--- src/rtl/psc_pkg.sv ---
// Shared widths, register indexes, codes and helpers for the PID steering correction block.
`default_nettype none
package psc_pkg;

  localparam int ERR_W      = 16;
  localparam int TIME_W     = 32;
  localparam int GAIN_W     = 16;
  localparam int LIM_W      = 15;
  localparam int PER_W      = 16;
  localparam int OUT_W      = 16;
  localparam int IN_DATA_W  = 48;
  localparam int CFG_ADDR_W = 3;
  localparam int CFG_DATA_W = 16;

  typedef logic signed [ERR_W-1:0]  sample_t;
  typedef logic signed [GAIN_W-1:0] gain_t;
  typedef logic        [LIM_W-1:0]  limit_t;
  typedef logic        [PER_W-1:0]  period_t;

  // configuration register indexes
  localparam logic [CFG_ADDR_W-1:0] REG_PROP_GAIN   = 3'd0;
  localparam logic [CFG_ADDR_W-1:0] REG_INTEG_GAIN  = 3'd1;
  localparam logic [CFG_ADDR_W-1:0] REG_DERIV_GAIN  = 3'd2;
  localparam logic [CFG_ADDR_W-1:0] REG_INTEG_LIMIT = 3'd3;
  localparam logic [CFG_ADDR_W-1:0] REG_CORR_LIMIT  = 3'd4;
  localparam logic [CFG_ADDR_W-1:0] REG_PERIOD      = 3'd5;

  localparam gain_t   PROP_GAIN_RST   = 16'sd256;
  localparam gain_t   INTEG_GAIN_RST  = 16'sd0;
  localparam gain_t   DERIV_GAIN_RST  = 16'sd0;
  localparam limit_t  INTEG_LIMIT_RST = 15'd32767;
  localparam limit_t  CORR_LIMIT_RST  = 15'd32767;
  localparam period_t PERIOD_RST      = 16'd10;

  // input word kinds
  localparam logic KIND_UPDATE  = 1'b0;
  localparam logic KIND_RESTART = 1'b1;

  function automatic logic [ERR_W-1:0] mag16(input logic signed [ERR_W-1:0] v);
    mag16 = v[ERR_W-1] ? ERR_W'(-v) : ERR_W'(v);
  endfunction

  function automatic logic [ERR_W:0] mag17(input logic signed [ERR_W:0] v);
    mag17 = v[ERR_W] ? (ERR_W+1)'(-v) : (ERR_W+1)'(v);
  endfunction

  function automatic logic signed [34:0] clamp35(input logic signed [34:0] v,
                                                 input logic signed [34:0] lim);
    if (v > lim) begin
      clamp35 = lim;
    end else if (v < -lim) begin
      clamp35 = -lim;
    end else begin
      clamp35 = v;
    end
  endfunction

endpackage
`default_nettype wire

--- src/rtl/pid_steering_correction.sv ---
// PID steering correction: time-scaled PID terms over one multiplier and a restoring divider.
// A restart word goes straight to the final step. The first sample after reset or restart
// skips the derivative and both divisions. Later samples divide the integral product by the
// period and the derivative product by the elapsed time in the one-bit-per-cycle divider;
// a result still held at the output stalls the final step. The next word is taken
// while a result waits. Reset (rst_n low, synchronous) restores register defaults, clears state.
`default_nettype none
module pid_steering_correction #(
  parameter int GAIN_FRACTION_BITS = 8
) (
  input  wire logic                                clk,
  input  wire logic                                rst_n,
  input  wire logic                                in_tvalid,
  output logic                                     in_tready,
  input  wire logic [psc_pkg::IN_DATA_W-1:0]       in_tdata,   // error[15:0], time_ms[47:16]
  input  wire logic [0:0]                          in_tuser,   // kind[0]
  output logic                                     out_tvalid,
  input  wire logic                                out_tready,
  output logic [psc_pkg::OUT_W-1:0]                out_tdata,  // correction[15:0]
  input  wire logic                                cfg_wr_en,
  input  wire logic [psc_pkg::CFG_ADDR_W-1:0]      cfg_addr,
  input  wire logic [psc_pkg::CFG_DATA_W-1:0]      cfg_wdata
);

  localparam int F     = GAIN_FRACTION_BITS;
  localparam int QI    = 16 + F;  // integral quotient bits; larger saturates the clamp
  localparam int QD    = 31;      // derivative quotient bits; larger saturates the sum
  localparam int CNT_W = $clog2(QD + 1);
  localparam logic signed [34:0] RND_ADD = 35'((1 << F) - 1);

  localparam logic [3:0] ST_IDLE  = 4'd0;
  localparam logic [3:0] ST_PROP  = 4'd1;
  localparam logic [3:0] ST_I1    = 4'd2;
  localparam logic [3:0] ST_I2    = 4'd3;
  localparam logic [3:0] ST_I3    = 4'd4;
  localparam logic [3:0] ST_I4    = 4'd5;
  localparam logic [3:0] ST_DLOAD = 4'd6;
  localparam logic [3:0] ST_DIV   = 4'd7;
  localparam logic [3:0] ST_IACC  = 4'd8;
  localparam logic [3:0] ST_D1    = 4'd9;
  localparam logic [3:0] ST_D2    = 4'd10;
  localparam logic [3:0] ST_D3    = 4'd11;
  localparam logic [3:0] ST_DACC  = 4'd12;
  localparam logic [3:0] ST_SUM   = 4'd13;
  localparam logic [3:0] ST_FIN   = 4'd14;

  // configuration
  psc_pkg::gain_t   kp_r, ki_r, kd_r;
  psc_pkg::limit_t  ilim_r, clim_r;
  psc_pkg::period_t period_r;

  // control and PID state
  logic [3:0]        state_r, state_nxt;
  logic              out_valid_r, out_valid_nxt;
  psc_pkg::sample_t  last_error_r, last_error_nxt;
  logic signed [31:0] integral_acc_r, integral_acc_nxt;
  logic [31:0]       last_time_r, last_time_nxt;
  logic              started_r, started_nxt;

  // datapath
  psc_pkg::sample_t  err_r, err_nxt;
  logic [31:0]       time_r, time_nxt;
  logic              kind_r, kind_nxt;
  logic [31:0]       el_r, el_nxt;
  logic signed [16:0] diff_r, diff_nxt;
  logic [48:0]       mul_r;
  logic signed [31:0] prop_r, prop_nxt;
  logic [31:0]       m1_r, m1_nxt;
  logic [47:0]       lo_r, lo_nxt;
  logic [63:0]       dvd_r, dvd_nxt;
  logic [31:0]       rem_r, rem_nxt;
  logic [63:0]       quo_r, quo_nxt;
  logic [CNT_W-1:0]  cnt_r, cnt_nxt;
  logic              div_sel_r, div_sel_nxt;
  logic              ovf_r, ovf_nxt;
  logic signed [31:0] integ_r, integ_nxt;
  logic signed [32:0] deriv_r, deriv_nxt;
  logic signed [34:0] sum_r, sum_nxt;
  logic [15:0]       out_data_r, out_data_nxt;

  // combinational helpers
  logic [31:0]       mul_a;
  logic [16:0]       mul_b;
  logic [48:0]       mul_p;
  psc_pkg::period_t  periodv;
  psc_pkg::sample_t  in_err;
  logic [31:0]       in_time, dt;
  logic [31:0]       divisor;
  logic [63:0]       div_hi, div_init;
  logic              div_ovf;
  logic [32:0]       shifted;
  logic [33:0]       trial;
  logic              step_bit;
  logic [31:0]       q_val;
  logic signed [34:0] q35, ilimx, climx, m1s, inc35, clamped, rnd, res35;
  logic              fin_go;
  logic [3:0]        post_div;

  assign in_tready  = (state_r == ST_IDLE);
  assign out_tvalid = out_valid_r;
  assign out_tdata  = out_data_r;

  assign periodv = (period_r == '0) ? 16'd1 : period_r;
  assign in_err  = $signed(in_tdata[15:0]);
  assign in_time = in_tdata[47:16];
  assign dt      = in_time - last_time_r;

  assign mul_p = 49'(mul_a) * 49'(mul_b);

  // shared divider: integral divides by the period, derivative by the elapsed time
  assign divisor  = div_sel_r ? el_r : 32'(periodv);
  assign div_hi   = div_sel_r ? (dvd_r >> QD) : (dvd_r >> QI);
  assign div_init = div_sel_r ? (dvd_r << (64 - QD)) : (dvd_r << (64 - QI));
  assign div_ovf  = (div_hi >= 64'(divisor));
  assign post_div = div_sel_r ? ST_DACC : ST_IACC;
  assign shifted  = {rem_r, quo_r[63]};
  assign trial    = {1'b0, shifted} - {2'b0, divisor};
  assign step_bit = ~trial[33];

  assign q_val = ovf_r ? (div_sel_r ? (32'd1 << QD) : (32'd1 << QI)) : quo_r[31:0];
  assign q35   = $signed({3'b0, q_val});
  assign ilimx = $signed(35'(ilim_r) << F);
  assign climx = $signed(35'(clim_r) << F);
  assign m1s   = (ki_r[15] ^ err_r[15]) ? -$signed({3'b0, mul_r[31:0]})
                                        : $signed({3'b0, mul_r[31:0]});
  assign inc35 = (ki_r[15] ^ err_r[15]) ? -q35 : q35;

  assign clamped = psc_pkg::clamp35(sum_r, climx);
  assign rnd     = clamped[34] ? (clamped + RND_ADD) : clamped;
  assign res35   = rnd >>> F;
  assign fin_go  = !out_valid_r || out_tready;

  always_comb begin
    state_nxt        = state_r;
    out_valid_nxt    = out_valid_r && !out_tready;
    last_error_nxt   = last_error_r;
    integral_acc_nxt = integral_acc_r;
    last_time_nxt    = last_time_r;
    started_nxt      = started_r;
    err_nxt          = err_r;
    time_nxt         = time_r;
    kind_nxt         = kind_r;
    el_nxt           = el_r;
    diff_nxt         = diff_r;
    prop_nxt         = prop_r;
    m1_nxt           = m1_r;
    lo_nxt           = lo_r;
    dvd_nxt          = dvd_r;
    rem_nxt          = rem_r;
    quo_nxt          = quo_r;
    cnt_nxt          = cnt_r;
    div_sel_nxt      = div_sel_r;
    ovf_nxt          = ovf_r;
    integ_nxt        = integ_r;
    deriv_nxt        = deriv_r;
    sum_nxt          = sum_r;
    out_data_nxt     = out_data_r;
    mul_a            = '0;
    mul_b            = '0;
    case (state_r)
      ST_IDLE: begin
        if (in_tvalid) begin
          err_nxt   = in_err;
          time_nxt  = in_time;
          kind_nxt  = in_tuser[0];
          el_nxt    = (dt == '0) ? 32'(periodv) : dt;
          diff_nxt  = 17'(in_err) - 17'(last_error_r);
          state_nxt = (in_tuser[0] == psc_pkg::KIND_RESTART) ? ST_FIN : ST_PROP;
        end
      end
      ST_PROP: begin
        mul_a     = 32'(psc_pkg::mag16(err_r));
        mul_b     = 17'(psc_pkg::mag16(kp_r));
        state_nxt = ST_I1;
      end
      ST_I1: begin
        prop_nxt  = (kp_r[15] ^ err_r[15]) ? (32'd0 - mul_r[31:0]) : mul_r[31:0];
        mul_a     = 32'(psc_pkg::mag16(err_r));
        mul_b     = 17'(psc_pkg::mag16(ki_r));
        state_nxt = ST_I2;
      end
      ST_I2: begin
        m1_nxt = mul_r[31:0];
        if (!started_r) begin
          // first sample: plain ki*error, no derivative
          integ_nxt = 32'(psc_pkg::clamp35(m1s, ilimx));
          deriv_nxt = '0;
          state_nxt = ST_SUM;
        end else begin
          mul_a     = mul_r[31:0];
          mul_b     = {1'b0, el_r[15:0]};
          state_nxt = ST_I3;
        end
      end
      ST_I3: begin
        lo_nxt    = mul_r[47:0];
        mul_a     = m1_r;
        mul_b     = {1'b0, el_r[31:16]};
        state_nxt = ST_I4;
      end
      ST_I4: begin
        dvd_nxt     = 64'(lo_r) + (64'(mul_r[47:0]) << 16);
        div_sel_nxt = 1'b0;
        state_nxt   = ST_DLOAD;
      end
      ST_DLOAD: begin
        // quotient too wide for the counted bits: result saturates anyway
        rem_nxt   = div_hi[31:0];
        quo_nxt   = div_init;
        cnt_nxt   = div_sel_r ? CNT_W'(QD) : CNT_W'(QI);
        ovf_nxt   = div_ovf;
        state_nxt = div_ovf ? post_div : ST_DIV;
      end
      ST_DIV: begin
        rem_nxt = step_bit ? trial[31:0] : shifted[31:0];
        quo_nxt = {quo_r[62:0], step_bit};
        cnt_nxt = cnt_r - 1'b1;
        if (cnt_r == CNT_W'(1)) begin
          state_nxt = post_div;
        end
      end
      ST_IACC: begin
        integ_nxt = 32'(psc_pkg::clamp35(35'(integral_acc_r) + inc35, ilimx));
        state_nxt = ST_D1;
      end
      ST_D1: begin
        mul_a     = 32'(psc_pkg::mag17(diff_r));
        mul_b     = 17'(psc_pkg::mag16(kd_r));
        state_nxt = ST_D2;
      end
      ST_D2: begin
        mul_a     = mul_r[31:0];
        mul_b     = {1'b0, periodv};
        state_nxt = ST_D3;
      end
      ST_D3: begin
        dvd_nxt     = 64'(mul_r);
        div_sel_nxt = 1'b1;
        state_nxt   = ST_DLOAD;
      end
      ST_DACC: begin
        deriv_nxt = (kd_r[15] ^ diff_r[16]) ? -$signed({1'b0, q_val})
                                             : $signed({1'b0, q_val});
        state_nxt = ST_SUM;
      end
      ST_SUM: begin
        sum_nxt   = 35'(prop_r) + 35'(integ_r) + 35'(deriv_r);
        state_nxt = ST_FIN;
      end
      ST_FIN: begin
        if (fin_go) begin
          out_valid_nxt = 1'b1;
          state_nxt     = ST_IDLE;
          if (kind_r == psc_pkg::KIND_RESTART) begin
            out_data_nxt     = '0;
            last_error_nxt   = '0;
            integral_acc_nxt = '0;
            last_time_nxt    = '0;
            started_nxt      = 1'b0;
          end else begin
            out_data_nxt     = res35[15:0];
            last_error_nxt   = err_r;
            integral_acc_nxt = integ_r;
            last_time_nxt    = time_r;
            started_nxt      = 1'b1;
          end
        end
      end
      default: state_nxt = ST_IDLE;
    endcase
  end

  always_ff @(posedge clk) begin
    if (!rst_n) begin
      state_r        <= ST_IDLE;
      out_valid_r    <= 1'b0;
      last_error_r   <= '0;
      integral_acc_r <= '0;
      last_time_r    <= '0;
      started_r      <= 1'b0;
      kp_r           <= psc_pkg::PROP_GAIN_RST;
      ki_r           <= psc_pkg::INTEG_GAIN_RST;
      kd_r           <= psc_pkg::DERIV_GAIN_RST;
      ilim_r         <= psc_pkg::INTEG_LIMIT_RST;
      clim_r         <= psc_pkg::CORR_LIMIT_RST;
      period_r       <= psc_pkg::PERIOD_RST;
    end else begin
      state_r        <= state_nxt;
      out_valid_r    <= out_valid_nxt;
      last_error_r   <= last_error_nxt;
      integral_acc_r <= integral_acc_nxt;
      last_time_r    <= last_time_nxt;
      started_r      <= started_nxt;
      if (cfg_wr_en) begin
        case (cfg_addr)
          psc_pkg::REG_PROP_GAIN:   kp_r     <= $signed(cfg_wdata);
          psc_pkg::REG_INTEG_GAIN:  ki_r     <= $signed(cfg_wdata);
          psc_pkg::REG_DERIV_GAIN:  kd_r     <= $signed(cfg_wdata);
          psc_pkg::REG_INTEG_LIMIT: ilim_r   <= cfg_wdata[14:0];
          psc_pkg::REG_CORR_LIMIT:  clim_r   <= cfg_wdata[14:0];
          psc_pkg::REG_PERIOD:      period_r <= cfg_wdata;
          default: ;
        endcase
      end
    end
  end

  always_ff @(posedge clk) begin
    err_r      <= err_nxt;
    time_r     <= time_nxt;
    kind_r     <= kind_nxt;
    el_r       <= el_nxt;
    diff_r     <= diff_nxt;
    mul_r      <= mul_p;
    prop_r     <= prop_nxt;
    m1_r       <= m1_nxt;
    lo_r       <= lo_nxt;
    dvd_r      <= dvd_nxt;
    rem_r      <= rem_nxt;
    quo_r      <= quo_nxt;
    cnt_r      <= cnt_nxt;
    div_sel_r  <= div_sel_nxt;
    ovf_r      <= ovf_nxt;
    integ_r    <= integ_nxt;
    deriv_r    <= deriv_nxt;
    sum_r      <= sum_nxt;
    out_data_r <= out_data_nxt;
  end

`ifndef NO_ASSERTIONS
  a_rem_below_divisor: assert property (@(posedge clk) disable iff (!rst_n)
    (state_r == ST_DIV) |-> (rem_r < divisor))
    else $error("divider remainder not below divisor");

  a_div_count_live: assert property (@(posedge clk) disable iff (!rst_n)
    (state_r == ST_DIV) |-> (cnt_r != '0))
    else $error("divider running with zero count");

  a_accept_starts_work: assert property (@(posedge clk) disable iff (!rst_n)
    (in_tvalid && in_tready) |=> (state_r == ST_PROP || state_r == ST_FIN))
    else $error("accepted word did not start the sequence");

  a_result_from_fin: assert property (@(posedge clk) disable iff (!rst_n)
    $rose(out_valid_r) |-> ($past(state_r) == ST_FIN))
    else $error("result raised outside final step");
`endif

endmodule
`default_nettype wire
--- config.mk ---
export PLATFORM = sky130hd
export DESIGN_NAME = pid_steering_correction
export DESIGN_NICKNAME = d
export VERILOG_FILES = /design/src/rtl/psc_pkg.sv /design/src/rtl/pid_steering_correction.sv
export SDC_FILE = /design/constraint.sdc
export NUM_CORES = 2
export LEC_CHECK = 0
export ABC_AREA = 1
export BUFFER_PORTS_ARGS = -buffer_cell sky130_fd_sc_hd__buf_2
export CAP_MARGIN = 20
export CORE_ASPECT_RATIO = 1.2
export CORE_UTILIZATION = 44
export CTS_CLUSTER_DIAMETER = 50
export DETAILED_ROUTE_END_ITERATION = 8
export GPL_ROUTABILITY_DRIVEN = 1
export MAX_ROUTING_LAYER = met4
export PLACE_DENSITY = 0.65
export SYNTH_ARGS = -nofsm -noshare
export SYNTH_HDL_FRONTEND = slang
export SYNTH_SLANG_ARGS = --single-unit
--- constraint.sdc ---
create_clock -name clk -period 11 [get_ports clk]
set_input_delay 0.55 -clock clk [delete_from_list [all_inputs] [get_ports clk]]
set_output_delay 0.55 -clock clk [all_outputs]
set_load 0.005 [all_outputs]
==> flow_summary.ini <==
[status]
status = complete, no violations

[sta]
fin_worst_skew_ns = 0.0509
fin_crit_ns = 9.41
slew_viol_final = 0
setup_slack_ns = 1.59
rsz0062_at_grt = false
setup_violations = 0
max-slew-margin-rel_pct = 24.2
post-route-period-util_pct = 85.5
hold_viol = 0
tightest_slew_ns = 1.13
fin_setup_tns_ns = 0
max_freq_mhz = 106
hold_slack_ns = 0.0403

[floorplanning]
die_x_microns = 352
coreArea_sq_um = 145000
start_util_pct = 44.5
rows = 153
ioPinCount = 91
die-height_microns = 422
fp.dieArea_sq_um = 149000

[global_routing]
grt_pass1_vias = 56982
grt_pass1_wl_mm = 337
grt_start_max_net_pins = 83
grt_overflow = 0
antenna_found_initial = 7
grt_usage_pct = 30.3

[clocking]
root_buffer = clkbuf_16
cts_tree = yes
cts_setup_buffers = 0
hold_buffers = 4
path_clk_slew_ns = 0.06
cts_buffer_depth = 3
clk_latency_ns = 0.73
cts-buffers-inserted = 87
cts_max_level = 3
cts_sinks = 721
cts_resized = 0

[setup_path]
startpoint = state_r[1]
setup.worst_path.end_class = register
cp.required_ns = 11.63
cpPeakStageDelay_ns = 0.72
r2r_cells = 32
critPathArrivalTime_ns = 10.03
r2r-end = mul_r[48]
startpoint_type = register
cp_max_fo = 17
worstSetupPathType = register to register
cp_slowest_cell = o22ai_1
r2r_start = state_r[1]
cp_common_cell = inv_1
r2r_slack_ns = 1.59

[final_layout]
finalNonFillerCells = 10355
multiInputGateArea_sq_um = 39300
fillers = 14467
regArea_sq_um = 19400
synthToLayoutAreaGrowth_pct = 8.93
final_nets = 9339
drive_above_1_share_pct = 5.26

[power_and_ir_drop]
p_sw_share_pct = 47.0
power_frac_clock_pct = 22.0
peakVddDrop_uv = 156
p_int_mw = 7.35
p_per_area_nw_per_um2 = 197
p_leak_nw = 31.7
seqPwrFrac_pct = 28.4
p_comb_share_pct = 49.5
power_mw = 13.9
p_switching_mw = 6.51

[yosys]
yosys.area.top_type = edfxtp_1
yosysUniqueCellTypes = 65
yosysMostFrequentCell = nand2_1
ys_ff_latch = 721
async_reset_ff_share_pct = 0
synth_top_area_share_pct = 22.8
synthCells = 8322
syn-num-nets = 9324
avgSynthCellArea_sq_um = 7.77
ys.flop_type = edfxtp_1
synthTopCellsByCount = nand2_1, inv_1, nor2_1
synthTopCellsByArea = edfxtp_1, fa_1, nand2_1
synth_warnings = 0
synth_edf_count = 492
seq_area_frac_synth_pct = 29.9
syn_area_sq_um = 64700

[worst_hold_path]
min_from = in_tdata[3]
hp-class = input pin to register
min_path_cells = 1
hold_end = err_r[3]

[run]
max_cap_viol_count = 0

[place]
place_ws_ns = 1.67
gp_congestion = 1.01
placed_cells = 10178
dp_hpwl_mm = 177
io_buffer_count = 90

[detailed_routing]
dr.pass1.iters = 6
wl_met1_mm = 88.9
via_per_inst = 5.50
routed.top_layer = met4
dr_wl_met3_mm = 12.9
route.vias.total = 57004
drc = 0
wl_per_cell_microns = 21.3
wl_met2_mm = 107
drtIter0Drc = 4795
drt_wl_total_mm = 221
drtAntennaViolNets = 0
==> power by group through the flow <==
stage / logic (mW) / registers [mW] / clock network [mW]
2_1_floorplan: 4.50 / 3.82 / 0
3_3_place_gp: 6.70 / 3.99 / 0
3_5_place_dp: 6.76 / 3.99 / 0
4_1_cts: 6.79 / 3.94 / 3.10
5_1_grt: 7.56 / 3.96 / 3.19
6_report: 6.87 / 3.94 / 3.05
==> cells in the final DEF (no fill, tap or decap), types with 16 or more instances in the layout <==
cell type,n
clkbuf_1,17
o211ai_1,40
nor4_1,24
o21ai_1,24
o21ai_0,536
xnor2_1,71
a21o_1,24
o22ai_1,20
a31oi_1,64
nand4_1,90
nand2_2,17
clkinv_1,17
edfxtp_1,492
dfxtp_1,229
buf_2,90
inv_2,17
nand3b_1,17
ha_1,471
a21oi_1,575
nor2_2,19
nand2_1,1877
a221oi_1,16
fa_1,458
o21a_1,34
o21bai_1,20
clkbuf_16,90
buf_4,98
nor2_1,759
nor3_1,114
nand3_1,391
inv_1,1309
xor2_1,185
==> metrics by stage <==
stage	utilization (%)	instance area [sq um]
2_1_floorplan	-	64700
3_3_place_gp	46.3	67300
3_5_place_dp	46.3	67300
4_1_cts	48.4	70400
5_1_grt	48.4	70400
6_report	48.4	70500
==> layer usage <==
layer / global-route usage, % / vias to the layer above
met5: - / -
met4: 15.0 / 0
met3: 3.27 / 478
met2: 50.6 / 1981
met1: 36.3 / 27459
li1: - / 27086
==> worst max-delay path: cells and delay by family, from the launching register on <==
kind,cells,cell delay [ns]
AND/OR/NAND/NOR,10,2.64
XOR/XNOR,1,0.14
flip-flops,1,0.38
buffers and inverters,12,1.56
AO/OA/AOI/OAI,2,1.02
adder cells (fa/ha/maj),7,3.56
==> how the worst max path moves through the flow <==
stage	to	cells past startpoint	slack, ns
finish	mul_r[48]	32	1.59
global route	mul_r[47]	34	0.96
CTS	mul_r[47]	34	1.63
detailed placement	mul_r[47]	34	1.67
global placement	mul_r[47]	35	1.80
floorplan	mul_r[47]	33	2.20
==> flip-flops by register name (all words and copies together), names as in the netlist, 16 cells and up <==
signal          count
mul_r              49
m1_r               32
quo_r              64
diff_r             17
rem_r              32
integral_acc_r     32
dvd_r              64
prop_r             32
sum_r              34
time_r             32
last_time_r        32
deriv_r            33
out_tdata          16
err_r              16
integ_r            32
ki_r               16
kd_r               16
kp_r               16
lo_r               48
el_r               32
period_r           16
last_error_r       16
==> kinds of logic after synthesis <==
family | share of synthesized area [%]
and+or+nand+nor | 21.5
buffers and inverters | 9.51
AOI/OAI and AO/OA | 12.2
adders and majority gates | 23.3
DFF | 29.9
xor gates and xnor gates | 3.48
==> layout make-up <==
| class | count | area share (%) |
|---|---|---|
| inverters | 1343 | 7.17 |
| multi-input cells | 5989 | 55.8 |
| well taps | 1937 | 3.44 |
| diodes | 7 | 0.0249 |
| clock buffers | 117 | 3.48 |
| clock inverters | 46 | 0.828 |
| flip-flops and latches | 721 | 27.5 |
| repair buffers | 195 | 1.82 |
Note: power is estimated with default switching activity, not from simulation.
